### src/hdl/cps_pkg.sv
// Shared types and constants of the clipped pixel store.
// Used by the register block, controller, datapath, top level and checker.
package cps_pkg;

	localparam logic [1:0] OP_CLEAR = 2'd0;
	localparam logic [1:0] OP_SET   = 2'd1;
	localparam logic [1:0] OP_GET   = 2'd2;
	localparam logic [1:0] OP_FILL  = 2'd3;

	localparam logic [1:0] REG_FORMAT = 2'd0;
	localparam logic [1:0] REG_WIDTH  = 2'd1;
	localparam logic [1:0] REG_HEIGHT = 2'd2;

	localparam logic       FORMAT_RESET = 1'b0;
	localparam logic [7:0] WIDTH_RESET  = 8'd128;
	localparam logic [7:0] HEIGHT_RESET = 8'd128;

	localparam logic [7:0] ALPHA_OPAQUE = 8'd255;

	typedef enum logic [2:0] {
		S_INIT = 3'b001,
		S_IDLE = 3'b010,
		S_RUN  = 3'b100
	} state_t;

	typedef struct packed {
		logic init_wr;
		logic load;
		logic pix_wr;
		logic step;
	} cmd_t;

	typedef struct packed {
		logic init_last;
		logic empty;
		logic is_get;
		logic last;
	} stat_t;

endpackage

### src/hdl/cps_ctrl.sv
// Controller state machine of the pixel store: clearing pass, request
// acceptance and the per-pixel write sequence. Depends on cps_pkg.
module cps_ctrl (
	input  logic          clk,
	input  logic          arst_n,
	input  logic          start,
	input  cps_pkg::stat_t stat,
	output cps_pkg::cmd_t  cmd,
	output logic          busy,
	output logic          done
);

	cps_pkg::state_t state_q;
	cps_pkg::state_t state_d;
	logic            done_q;
	logic            done_d;

	always_comb begin
		cmd     = '0;
		state_d = state_q;
		done_d  = 1'b0;
		case (state_q)
			cps_pkg::S_INIT: begin
				cmd.init_wr = 1'b1;
				if (stat.init_last) begin
					state_d = cps_pkg::S_IDLE;
				end
			end
			cps_pkg::S_IDLE: begin
				if (start) begin
					cmd.load = 1'b1;
					state_d  = cps_pkg::S_RUN;
				end
			end
			cps_pkg::S_RUN: begin
				if (stat.empty || stat.is_get) begin
					done_d  = 1'b1;
					state_d = cps_pkg::S_IDLE;
				end else begin
					cmd.pix_wr = 1'b1;
					cmd.step   = 1'b1;
					if (stat.last) begin
						done_d  = 1'b1;
						state_d = cps_pkg::S_IDLE;
					end
				end
			end
			default: begin
				state_d = cps_pkg::S_INIT;
			end
		endcase
	end

	always_ff @(posedge clk or negedge arst_n) begin
		if (!arst_n) begin
			state_q <= cps_pkg::S_INIT;
			done_q  <= 1'b0;
		end else begin
			state_q <= state_d;
			done_q  <= done_d;
		end
	end

	assign busy = (state_q != cps_pkg::S_IDLE);
	assign done = done_q;

endmodule

### config.mk
export PLATFORM = sky130hd
export DESIGN_NAME = cps_ctrl
export DESIGN_NICKNAME = d
export VERILOG_FILES = /design/src/hdl/cps_pkg.sv /design/src/hdl/cps_ctrl.sv
export SDC_FILE = /design/constraint.sdc
export NUM_CORES = 1
export LEC_CHECK = 0
export BUFFER_PORTS_ARGS = -buffer_cell sky130_fd_sc_hd__buf_2
export CORE_AREA = 5 5 42 44
export CTS_CLUSTER_SIZE = 25
export DETAILED_ROUTE_END_ITERATION = 8
export DIE_AREA = 0 0 47 49
export GPL_ROUTABILITY_DRIVEN = 0
export PLACE_DENSITY = 0.36
export REMOVE_ABC_BUFFERS = 1
export SETUP_SLACK_MARGIN = 0.05
export SYNTH_ARGS = -nofsm -noshare
export SYNTH_HDL_FRONTEND = slang
export SYNTH_SLANG_ARGS = --single-unit
### constraint.sdc
create_clock -name clk -period 1.8 [get_ports clk]
set_input_delay 0.27 -clock clk [delete_from_list [all_inputs] [get_ports clk]]
set_output_delay 0.27 -clock clk [all_outputs]
set_load 0.01 [all_outputs]
---- Word level (Yosys, flattened, before mapping) ----
Cells that the tools add are included.
operators by class
  eq/ne operators ......................... 7
  mux-type cells .......................... 13
  reductions and logical operators ........ 2
operators by type and width
  cell                                                    count
  2-to-1 mux 3 bit                                        4
  one-hot mux 3 bit (3 select lines)                      1
  2-to-1 mux 1 bit                                        6
  2-to-1 mux 2 bit                                        2
  inequality test 2 bit (second input constant)           2
  equality test 3 x 1 -> 1 bit (second input constant)    1
  equality test 3 x 2 -> 1 bit (second input constant)    1
  equality test 3 bit (second input constant)             1
  inequality test 3 x 2 -> 1 bit (second input constant)  1
  inequality test 3 bit (second input constant)           1
  AND reduction 3 bit                                     1
  logical OR 1 bit                                        1
storage, ports and cells
  bits in registers ....................... 4
  input bits .............................. 7
  output and inout port bits .............. 6

---- Logic depth before layout (Yosys ltp) ----
  depth after elaboration ................. 3
  mapped depth ............................ 3

---- Worst setup path before layout ----
OpenSTA, ideal clock, no wires.
  kind .................................... register to output
  from .................................... register state_q[1]
  to ...................................... output cmd[1] (netlist bit)
  data arrival time ....................... 1,318 ps
  data required time ...................... 1,530 ps
  slack ................................... 212 ps
  cell stages (with the launch flop) ...... 4
  path through ............................ dfrtp_1 -> or3b_4 -> nor3_1 -> buf_4
RTL lines
  element                   RTL line        source
  start: declaration        cps_ctrl.sv:13  cps_pkg::state_t state_q;
  start signal: assignment  cps_ctrl.sv:56  state_q <= cps_pkg::S_INIT;
  start signal: assignment  cps_ctrl.sv:59  state_q <= state_d;
  end: declaration          cps_ctrl.sv:8   output cps_pkg::cmd_t cmd,

==> flow_summary.yaml <==
status:
  status: "finished clean"
place:
  port-buffer-count: 12
  dp_hpwl_um: 446
  dp_cells: 49
  dpl_worst_slack_ns: 0.352
global_route:
  grt_pass1_wl_um: 1070
  track_usage_pct: 6.99
  antenna_found_initial: 0
  grt-ovfl-total: 0
  grt_pass1_vias: 259
  grt_max_degree: 9
critical_path:
  worstReg2RegStart: "state_q[2]$_DFFE_PN0P_"
  cp.required_ns: 1.53
  critPathSlowestCell: "dfrtp_2"
  r2r-end: "state_q[1]$_DFFE_PN0P_"
  critPathMaxStageDelay_ns: 0.44
  arrival_ns: 1.37
  crit_path_start: "state_q[1]$_DFFE_PN0P_"
  rrSetupSlack_ns: 0.63
  crit_path_end_kind: "output port"
  path_class: "flop to output port"
  worstSetupEndpoint: "cmd[1]"
  worst-r2r-cell-count: 2
  path_cells: "or3b_4 > nor3_2 > buf_2"
  cp_max_fo: 8
  worstSetupStartpointType: "flop"
timing:
  final.min_clock_period_ns: 1.64
  skew_ns: 0.0116
  hold_violations: 0
  worst_slack_ns: 0.161
  rsz0062_at_grt: "false"
  relSlewSlack_pct: 78.5
  final_max_slew_viol_count: 0
  tightest_slew_ns: 0.320
  setup-tns-final_ns: 0
  final-setup-viol-count: 0
  fin_crit_sh_pct: 91.0
  fmaxAchievable_mhz: 610
clocking:
  clock_tree.buffer_depth: 2
  cts.htree.levels: 1
  worst_skew_pair.late_latency_ns: 0.24
  root_buffer: "clkbuf_4"
  numCtsBuffers: 3
  cts_setup_buffers: 0
  cts_tree: "yes"
  cts_sinks: 4
  clk_pin_slew_worst_paths_ns: 0.05
synth:
  ys_warn_count: 0
  synth.distinct_cells: 17
  ys_seq_area_share_pct: 43.1
  synth.area.top_cells: "dfrtp_1, dfstp_2, or3b_4, o211ai_2, or4bb_1"
  synth_edf_count: 0
  synth_top_area_cell: "dfrtp_1"
  synth_common_cells: "dfrtp_1, nor2_1, nor3_1, or3b_4"
  yosysTopAreaCellShare_pct: 31.9
  syn_area_per_cell_um2: 10.7
  synth.most_common_cell: "dfrtp_1"
  synth_seq_cells: 4
  synthesis.instances: 22
  synth-async-reset-ratio_pct: 100
  netlist_area_um2: 235
  synthFlopType: "dfrtp_1"
route:
  routedWlPerCell_um: 11.6
  drt_wl_total_um: 626
  vias: 219
  antenna_left: 0
  routed_via_density: 4.06
  dr.pass1.iters: 2
  drc_errors: 0
  drtIter0Drc: 1
floorplanning:
  die-area_um2: 2300
  coreArea_um2: 1400
  num_rows: 14
  die_w_um: 47
  start_util_pct: 16.8
  num_io_pins: 13
  die_y_um: 49
worst_hold_path:
  hp-class: "input pin to flop"
power_and_ir_drop:
  p_per_area_nw_per_um2: 1270
  power_w: 0.000445
  ir_drop_uv: 418
  leakagePower_nw: 0.167
final_layout:
  insertedDiodeCount: 0
  area_growth_syn_to_layout_pct: 49.5
  fin_cells: 54
  num-nets-final: 46
  drive_above_1_share_pct: 60.5
flow_run:
  drv_cap: 0
layout by cell type, fill, tap and decap left out, types with 2 or more instances in the layout:
cell type / synthesis / final
buf_2: 0 / 12
clkbuf_4: 0 / 3
dfrtp_2: 0 / 2
nor2_1: 2 / 2
or3b_4: 2 / 2
metal layers:
layer | routed length (µm) | GRT usage [%]
met5 | 0 | 0
met4 | 0 | 8.29
met3 | 15 | 3.32
met2 | 335 | 8.82
met1 | 276 | 7.32
worst max-delay path: cells and delay by family (launching register included):
kind / cells / cell delay (ns)
buffers and inverters: 1 / 0.16
AND/OR/NAND/NOR: 2 / 0.54
flip-flops: 1 / 0.44
sequential cells by signal (all words and copies together), names as in the netlist:
| register | cells |
|---|---|
| done | 1 |
| state_q | 3 |
layout make-up:
cell class / count / area [µm²]
Sequential cell: 4 / 104
Clock buffer: 4 / 26.3
Multi-Input combinational cell: 16 / 128
Inverter: 1 / 3.75
Tap cell: 16 / 20.0
Timing Repair Buffer: 13 / 70.1
Fill cell: 158 / 1050
power breakdown:
part           internal, W  switching (W)  total, W
Clock            0.0000835      0.0000417  0.000125
Sequential        0.000129      0.0000474  0.000176
Combinational    0.0000853      0.0000585  0.000144
cells by family (layout without fill, tap and decap cells):
group	after synthesis	in the layout	synth area share [%]
buffers and inverters	2	18	4.79
and+or+nand+nor	12	12	38.8
DFF	4	4	43.1
AOI/OAI and AO/OA	4	4	13.3
worst min path at each step:
stage,cells past startpoint,endpoint,slack (ns),startpoint
final,3,done$_DFF_PN0_,0.30,stat[0]
after global routing,3,state_q[2]$_DFFE_PN0P_,0.32,stat[0]
after CTS,3,state_q[2]$_DFFE_PN0P_,0.29,stat[0]
after detailed placement,1,done$_DFF_PN0_,0.08,arst_n
after global placement,1,done$_DFF_PN0_,0.08,arst_n
after floorplan,0,done$_DFF_PN0_,-0.03,arst_n
through the flow:
| stage | util, % | hold slack (ns) | cell area (µm²) |
|---|---|---|---|
| CTS | 24.6 | 0.293 | 344 |
| detailed placement | 22.0 | 0.0767 | 308 |
| floorplan | - | -0.0256 | 228 |
| finish | 25.1 | 0.303 | 352 |
| global placement | 22.0 | 0.0768 | 308 |
| global route | 25.1 | 0.316 | 352 |
timing repair:
| action | in CTS | in global routing |
|---|---|---|
| resized for setup | 0 | 3 |
| hold buffers | 1 | 0 |
| endpoints found under the hold margin | 3 | 0 |
| setup endpoints to repair | 0 | 2 |
(Power assumes the default switching activity.)
