`src/hdl/cps_pkg.sv`:
```
// Shared types and constants of the clipped pixel store.
// Used by the register block, controller, datapath, top level and checker.
package cps_pkg;

	localparam logic [1:0] OP_CLEAR = 2'd0;
	localparam logic [1:0] OP_SET   = 2'd1;
	localparam logic [1:0] OP_GET   = 2'd2;
	localparam logic [1:0] OP_FILL  = 2'd3;

	localparam logic [1:0] REG_FORMAT = 2'd0;
	localparam logic [1:0] REG_WIDTH  = 2'd1;
	localparam logic [1:0] REG_HEIGHT = 2'd2;

	localparam logic       FORMAT_RESET = 1'b0;
	localparam logic [7:0] WIDTH_RESET  = 8'd128;
	localparam logic [7:0] HEIGHT_RESET = 8'd128;

	localparam logic [7:0] ALPHA_OPAQUE = 8'd255;

	typedef enum logic [2:0] {
		S_INIT = 3'b001,
		S_IDLE = 3'b010,
		S_RUN  = 3'b100
	} state_t;

	typedef struct packed {
		logic init_wr;
		logic load;
		logic pix_wr;
		logic step;
	} cmd_t;

	typedef struct packed {
		logic init_last;
		logic empty;
		logic is_get;
		logic last;
	} stat_t;

endpackage

```
`src/hdl/cps_regs.sv`:
```
// Configuration registers of the pixel store behind an APB-style port.
// Depends on cps_pkg for register indexes and reset values.
module cps_regs (
	input  logic        clk,
	input  logic        arst_n,
	input  logic        psel,
	input  logic        penable,
	input  logic        pwrite,
	input  logic [3:0]  paddr,
	input  logic [31:0] pwdata,
	output logic [31:0] prdata,
	output logic        pready,
	output logic        pixel_format,
	output logic [7:0]  canvas_width,
	output logic [7:0]  canvas_height
);

	logic       wr_en;
	logic [1:0] reg_idx;
	logic       format_q;
	logic [7:0] width_q;
	logic [7:0] height_q;

	assign pready  = 1'b1;
	assign wr_en   = psel && penable && pwrite;
	assign reg_idx = paddr[3:2];

	always_ff @(posedge clk or negedge arst_n) begin
		if (!arst_n) begin
			format_q <= cps_pkg::FORMAT_RESET;
			width_q  <= cps_pkg::WIDTH_RESET;
			height_q <= cps_pkg::HEIGHT_RESET;
		end else if (wr_en) begin
			case (reg_idx)
				cps_pkg::REG_FORMAT: format_q <= pwdata[0];
				cps_pkg::REG_WIDTH:  width_q  <= pwdata[7:0];
				cps_pkg::REG_HEIGHT: height_q <= pwdata[7:0];
				default: ;
			endcase
		end
	end

	always_comb begin
		case (reg_idx)
			cps_pkg::REG_FORMAT: prdata = {31'b0, format_q};
			cps_pkg::REG_WIDTH:  prdata = {24'b0, width_q};
			cps_pkg::REG_HEIGHT: prdata = {24'b0, height_q};
			default:             prdata = '0;
		endcase
	end

	assign pixel_format  = format_q;
	assign canvas_width  = width_q;
	assign canvas_height = height_q;

endmodule

```
`config.mk`:
```
export PLATFORM = sky130hd
export DESIGN_NAME = cps_regs
export DESIGN_NICKNAME = d
export VERILOG_FILES = /design/src/hdl/cps_pkg.sv /design/src/hdl/cps_regs.sv
export SDC_FILE = /design/constraint.sdc
export NUM_CORES = 1
export LEC_CHECK = 0
export BUFFER_PORTS_ARGS = -buffer_cell sky130_fd_sc_hd__buf_2
export CORE_MARGIN = 5
export CORE_UTILIZATION = 36
export DETAILED_ROUTE_END_ITERATION = 8
export PLACE_DENSITY = 0.83
export SLEW_MARGIN = 20
export SYNTH_ARGS = -nofsm -noshare
export SYNTH_HDL_FRONTEND = slang
export SYNTH_SLANG_ARGS = --single-unit
```
`constraint.sdc`:
```
create_clock -name clk -period 1.4 [get_ports clk]
set_clock_uncertainty 0.15 [all_clocks]
set_input_delay 0.28 -clock clk [delete_from_list [all_inputs] [get_ports clk]]
set_output_delay 0.28 -clock clk [all_outputs]
set_load 0.01 [all_outputs]
```
# Word level (Yosys, flattened, before mapping)
# Cells that the tools add are included.
op_classes:
  eq_ne: 2
  mux: 1
  n_reduce_logical: 6
op_table:
  columns: ["op", "count"]
  rows:
  - ["8-bit case mux with 3 select lines", 1]
  - ["2-bit AND reduction", 3]
  - ["2-bit by 1-bit == test with 1-bit output (second input constant)", 1]
  - ["2-bit == test (second input constant)", 1]
  - ["1-bit logical AND", 2]
  - ["2-bit zero test", 1]
word_totals:
  register_bits: 17
  input_bits: 41
  out_inout_bits: 50
  wordCells: 12

# Longest topological paths before layout
# Gate-level depths: netlist of run 1.
logic_depth:
  depth_word: 3
  depth_mapped: 4
  depth_no_buf: 3

# Least setup slack after synthesis of run 1
# Ideal clock, no wire load.
synth_timing:
  kind: "input to register"
  start: "input pwrite"
  end: "register width_q[0] (netlist: canvas_width[0])"
  setup_time_ps: 125
  arrival_ps: 1131
  required_time_ps: 1125
  setup_slack_ps: -6
  stages: 3
  n_path_buf: 0
  path_cell_list: "nand3_2 -> nor3b_4 -> mux2_2"
synth_between:
  elab_chain_cells: 2
synth_lines:
  columns: ["item", "line", "text"]
  rows:
  - ["start, declared", "cps_regs.sv:8", "input logic pwrite,"]
  - ["1-bit logical AND", "cps_regs.sv:25", "assign wr_en = psel && penable && pwrite;"]
  - ["2-bit AND reduction (no source line)", null, null]
  - ["end signal, assigned", "cps_regs.sv:31", "width_q <= cps_pkg::WIDTH_RESET;"]
  - ["end signal, assigned", "cps_regs.sv:36", "cps_pkg::REG_WIDTH: width_q <= pwdata[7:0];"]
  - ["end, declared", "cps_regs.sv:21", "logic [7:0] width_q;"]
# No other way between the ends.
# A chain may end at the register's enable or synchronous reset.

# Final worst setup path of run 1
layout_timing:
  start: "register width_q[7] (netlist: canvas_width[7])"
  end: "output prdata[7]"
layout_between:
  elab_chain_cells: 1
layout_lines:
  columns: ["item", "line", "text"]
  rows:
  - ["8-bit case mux with 3 select lines", "cps_regs.sv:44", "case (reg_idx)"]
  - ["end, declared", "cps_regs.sv:11", "output logic [31:0] prdata,"]
# No other way between the ends.

==> results of run 1 <==
placed cells by master, fill, tap and decap left out, types with 2 or more instances in the layout:
cell	n
mux2_2	17
a22o_1	7
nor3b_4	2
buf_6	17
conb_1	25
buf_2	26
buf_4	14
dfrtp_1	15
dfstp_2	2
clkbuf_4	3
power by group through the flow:
stage	clock [uW]	combinational, uW	sequential [uW]
after global placement	0	473	698
after global routing	293	824	704
after CTS	266	620	683
after detailed placement	0	483	709
after floorplan	0	253	756
final	250	761	688
area by class of cell:
cell class,count,area [um^2],share of cell area
clock buffers,3,22.5,0.0160
well taps,30,37.5,0.0267
multi-input cells,58,442,0.314
clock inverters,1,5.00,0.00356
repair buffers,60,472,0.335
flip-flops and latches,17,428,0.304
state kept, by name, indices dropped and copies added (netlist names):
register       count
canvas_width       8
canvas_height      8
pixel_format       1
stage by stage:
| step | total power, uW | instances |
|---|---|---|
| global route | 1820 | 169 |
| detailed placement | 1190 | 151 |
| CTS | 1570 | 167 |
| floorplan | 1010 | 102 |
| global placement | 1170 | 151 |
| finish | 1700 | 169 |
worst max-delay path, stage by stage, from the launching register on:
cell,delay (ns)
dfstp_2,0.54
a22o_1,0.13
buf_2,0.12
how the worst max path moves through the flow:
| stage | start | endpoint | slack (ns) | cells after the start |
|---|---|---|---|---|
| final | canvas_width[7] | prdata[7] | -0.10 | 2 |
| after global routing | canvas_width[7] | prdata[7] | -0.18 | 2 |
| after CTS | canvas_width[7] | prdata[7] | -0.12 | 2 |
| after detailed placement | paddr[3] | prdata[2] | -0.33 | 4 |
| after global placement | paddr[3] | prdata[4] | -0.29 | 4 |
| after floorplan | pwrite | canvas_height[0] | 0.01 | 3 |
timing repair:
item                                   in CTS  in global routing
hold buffers                                1                  0
endpoints found under the hold margin      15                  0
buffers inserted                           11                  2
gates cloned                                0                  0
pin swaps                                   2                  2
setup endpoints to repair                  10                 19
resized for setup                           9                 16
cells by family after synthesis:
group / after synthesis / synth area share
AO/OA/AOI/OAI: 8 / 0.0685
buffers and inverters: 27 / 0.202
flip-flops: 17 / 0.442
multiplexers: 18 / 0.208
other: 2 / 0.00775
AND/OR/NAND/NOR: 7 / 0.0724
layer usage:
layer	wire, um	GRT usage	share of wire
met5	0	0	0
met4	15	0.0394	0.0067
met3	280	0.0289	0.13
met2	1140	0.212	0.51
met1	799	0.136	0.36
==> flow_metrics.env, run 1 <==
export IMPL_async_reset_ff_frac=1.00
export IMPL_post_place_ws_ns=-0.332
export IMPL_yosysSeqAreaShare=0.442
export IMPL_synth_top_cell_by_area="dfrtp_1"
export IMPL_slew_viol_final=0
export IMPL_fmax_mhz=666
export IMPL_netlist_top_cells_count="buf_4 (25), mux2_2 (17), dfrtp_1 (15)"
export IMPL_p_sw_uw=521
export IMPL_tritoncts="built"
export IMPL_via_per_inst=4.44
export IMPL_n_antenna_cell=0
export IMPL_fillCellCount=220
export IMPL_setup_slack_ns=-0.102
export IMPL_cts_buffers=3
export IMPL_vias=751
export IMPL_grt_pass1_vias=753
export IMPL_worstRegToRegCells=2
export IMPL_clockBufferDepth=2
export IMPL_wl_per_cell_um=13.2
export IMPL_maxCapViolations=0
export IMPL_grt_max_degree=18
export IMPL_period_needed_ns=1.50
export IMPL_dr_pass1_iters=4
export IMPL_synth_cells=79
export IMPL_fp_coreArea_mm2=0.00252
export IMPL_antenna_left=0
export IMPL_fin_tns_setup_ns=-0.545
export IMPL_ys_ff_latch=17
export IMPL_peakVddDrop_uv=769
export IMPL_final_nets=181
export IMPL_start_kind="register"
export IMPL_rrSetupSlack_ns=0.36
export IMPL_p_sw_frac=0.307
export IMPL_combPwrFrac=0.448
export IMPL_ctsRootBufferMaster="clkbuf_4"
export IMPL_p_clk_frac=0.147
export IMPL_cp_arrival_ns=1.07
export IMPL_power_density_mw_per_mm2=1210
export IMPL_clkSinkCount=17
export IMPL_ios=91
export IMPL_min_path_cells=2
export IMPL_rsz0062_at_grt="true"
export IMPL_synth_ff_type="dfrtp_1"
export IMPL_status="complete, but fails checks"
export IMPL_synth_area_um2=968
export IMPL_grt_use_total=0.118
export IMPL_placed_area_mm2=0.00116
export IMPL_areaGrowthSynthToFinish_pct=45.2
export IMPL_whs_ns=0.0868
export IMPL_gr_total_overflow=0
export IMPL_holdPathEnd="canvas_width[7]"
export IMPL_hold_violations=0
export IMPL_seqPwrFrac=0.405
export IMPL_portBuffers=39
export IMPL_fp_dieH_um=61.9
export IMPL_worstPathMaxFanout=2
export IMPL_drt_total_wl_um=2230
export IMPL_antenna_found_initial=0
export IMPL_final_area_mm2=0.00141
export IMPL_synth_edf_count=0
export IMPL_rows=18
export IMPL_reg2reg_from="canvas_width[0]"
export IMPL_crit_type="register to output port"
export IMPL_hpwl_um=1690
export IMPL_drt_iter0_drc=11
export IMPL_gp_congestion=0.752
export IMPL_total_leakage_power_uw=0.000741
export IMPL_grt_pass1_wl_um=3370
export IMPL_cp_required_ns=0.97
export IMPL_violations="setup timing"
export IMPL_r2r_end="canvas_width[0]"
export IMPL_hold_start="pwdata[7]"
export IMPL_power_internal_uw=1180
export IMPL_yosysTopAreaCellShare=0.388
export IMPL_clk_pin_slew_ns=0.09
export IMPL_clk_insertion_delay_late_ns=0.28
export IMPL_setup_violations=9
export IMPL_initial_core_util=0.384
export IMPL_fin_util=0.558
export IMPL_drive_gt1_frac=0.626
export IMPL_synth_cell_types=15
export IMPL_period_share=1.07
export IMPL_ctsHtreeMaxLevel=1
export IMPL_end_kind="output port"
export IMPL_hp_class="input port to register"
export IMPL_drc=0
export IMPL_avgSynthCellArea_um2=12.3
export IMPL_die_w_um=61.9
export IMPL_yosysWarnings=0
export IMPL_yosysMostFrequentCell="buf_4"
export IMPL_yosys_top_cells_area="dfrtp_1 (39%), mux2_2 (20%), buf_4 (19%), a22o_1 (6.3%), dfstp_2 (5.4%)"
export IMPL_dieArea_mm2=0.00383
(Power assumes the default switching activity.)
==> run 2, diff against run 1 <==
- CORE_ASPECT_RATIO: default -> 0.75
- MAX_ROUTING_LAYER: default -> met4
- clock period: 1.4 -> 1.5 ns (I/O delays scaled with it)
==> flow_metrics.env, run 2 (same netlist as run 1, synthesis figures left out) <==
export IMPL_status="complete, but fails checks"
export IMPL_violations="setup timing"
export IMPL_placed_area_mm2=0.00115
export IMPL_fmax_mhz=642
export IMPL_crit_type="register to output port"
export IMPL_clockBufferDepth=2
export IMPL_power_density_mw_per_mm2=1110
export IMPL_tritoncts="built"
export IMPL_crit_path_cell_trace="a22o_1, buf_2"
export IMPL_clkSinkCount=17
export IMPL_slowest_stage="dfstp_2"
export IMPL_total_leakage_power_uw=0.000671
export IMPL_setup_slack_ns=-0.0566
export IMPL_slew_viol_final=0
export IMPL_areaGrowthSynthToFinish_pct=29.7
export IMPL_critPathBufInv=1
export IMPL_die_w_um=69.9
export IMPL_min_path_cells=2
export IMPL_hp_class="input port to register"
export IMPL_cts_buffers=3
export IMPL_fp_coreArea_mm2=0.00260
export IMPL_initial_core_util=0.372
export IMPL_rsz0062_at_grt="true"
export IMPL_fin_tns_setup_ns=-0.0706
export IMPL_wl_per_cell_um=12.3
export IMPL_final_cell_mix="buf_2 (37), conb_1 (25), mux2_2 (17)"
export IMPL_max_stage_delay_ns=0.55
export IMPL_via_per_inst=4.26
export IMPL_rrSetupSlack_ns=0.48
export IMPL_worstRegToRegCells=2
export IMPL_peakVddDrop_uv=585
export IMPL_fp_dieH_um=54.9
export IMPL_maxCapViolations=0
export IMPL_clk_insertion_delay_late_ns=0.28
export IMPL_reg2reg_from="canvas_width[0]"
export IMPL_setup_violations=3
export IMPL_drt_total_wl_um=2040
export IMPL_gr_total_overflow=0
export IMPL_grt_max_degree=18
export IMPL_period_needed_ns=1.56
export IMPL_final_area_mm2=0.00126
export IMPL_final_common_cell="buf_2"
export IMPL_end_kind="output port"
export IMPL_antenna_found_initial=0
export IMPL_portBuffers=39
export IMPL_ctsRootBufferMaster="clkbuf_4"
export IMPL_gp_congestion=0.728
export IMPL_whs_ns=0.0995
export IMPL_ctsHtreeMaxLevel=1
export IMPL_holdPathEnd="canvas_height[6]"
export IMPL_grt_use_total=0.112
export IMPL_r2r_end="canvas_width[0]"
export IMPL_hpwl_um=1630
export IMPL_cp_arrival_ns=1.11
export IMPL_ios=91
export IMPL_n_antenna_cell=0
export IMPL_vias=707
export IMPL_antenna_left=0
export IMPL_grt_pass1_wl_um=3220
export IMPL_final_cells=166
export IMPL_dieArea_mm2=0.00384
export IMPL_dr_pass1_iters=2
export IMPL_drt_iter0_drc=4
export IMPL_drive_gt1_frac=0.608
export IMPL_dp_cells=157
export IMPL_hold_violations=0
export IMPL_path_delay_family="flip-flops"
export IMPL_fillCellCount=245
export IMPL_grt_pass1_vias=711
export IMPL_final_nets=172
export IMPL_worstPathMaxFanout=3
export IMPL_start_kind="register"
export IMPL_cp_required_ns=1.05
export IMPL_period_share=1.04
export IMPL_drc=0
export IMPL_rows=16
export IMPL_clk_pin_slew_ns=0.10
export IMPL_hold_start="pwdata[6]"
-- run 2: metal layers --
| metal | GRT usage | up-vias | wire, um |
|---|---|---|---|
| li1 | - | 329 | - |
| met1 | 0.130 | 334 | 886 |
| met2 | 0.199 | 44 | 927 |
| met3 | 0.0253 | 0 | 223 |
| met4 | 0.0382 | 0 | 0 |
| met5 | - | - | 0 |
-- run 2: worst max path at each step --
stage,start,to,slack (ns),depth (start not counted)
6_report,canvas_width[7],prdata[7],-0.06,2
5_1_grt,canvas_width[7],prdata[7],-0.11,2
4_1_cts,canvas_width[7],prdata[7],-0.06,2
3_5_place_dp,paddr[2],prdata[7],-0.25,4
3_3_place_gp,paddr[2],prdata[7],-0.26,4
2_1_floorplan,pwrite,canvas_width[0],0.07,3
-- run 2: where the power goes --
part | leakage [uW] | switching [uW] | internal (uW)
clock network | 0.0000177 | 145 | 99.0
registers | 0.000205 | 77.8 | 574
logic | 0.000448 | 235 | 260
-- run 2: timing repair --
item | 4_1_cts | 5_1_grt
endpoints found under the setup margin | 8 | 9
endpoints found under the hold margin | 15 | 0
resized for setup | 10 | 3
hold buffers | 1 | 0
pin swaps | 1 | 1
buffers inserted | 2 | 2
-- run 2: layout make-up --
| cell class | count | area (um^2) | area share |
|---|---|---|---|
| Multi-Input combinational cell | 58 | 444 | 0.354 |
| Timing Repair Buffer | 51 | 312 | 0.248 |
| Clock inverter | 1 | 5.00 | 0.00398 |
| Tap cell | 36 | 45.0 | 0.0359 |
| Clock buffer | 3 | 22.5 | 0.0179 |
| Sequential cell | 17 | 428 | 0.341 |
-- run 2: per-stage QoR --
step | power, uW | setup slack (ns) | utilization
3_5_place_dp | 1110 | -0.251 | 0.443
6_report | 1390 | -0.0566 | 0.483
5_1_grt | 1470 | -0.107 | 0.483
4_1_cts | 1380 | -0.0631 | 0.475
2_1_floorplan | 941 | 0.0737 | -
3_3_place_gp | 1090 | -0.255 | 0.443
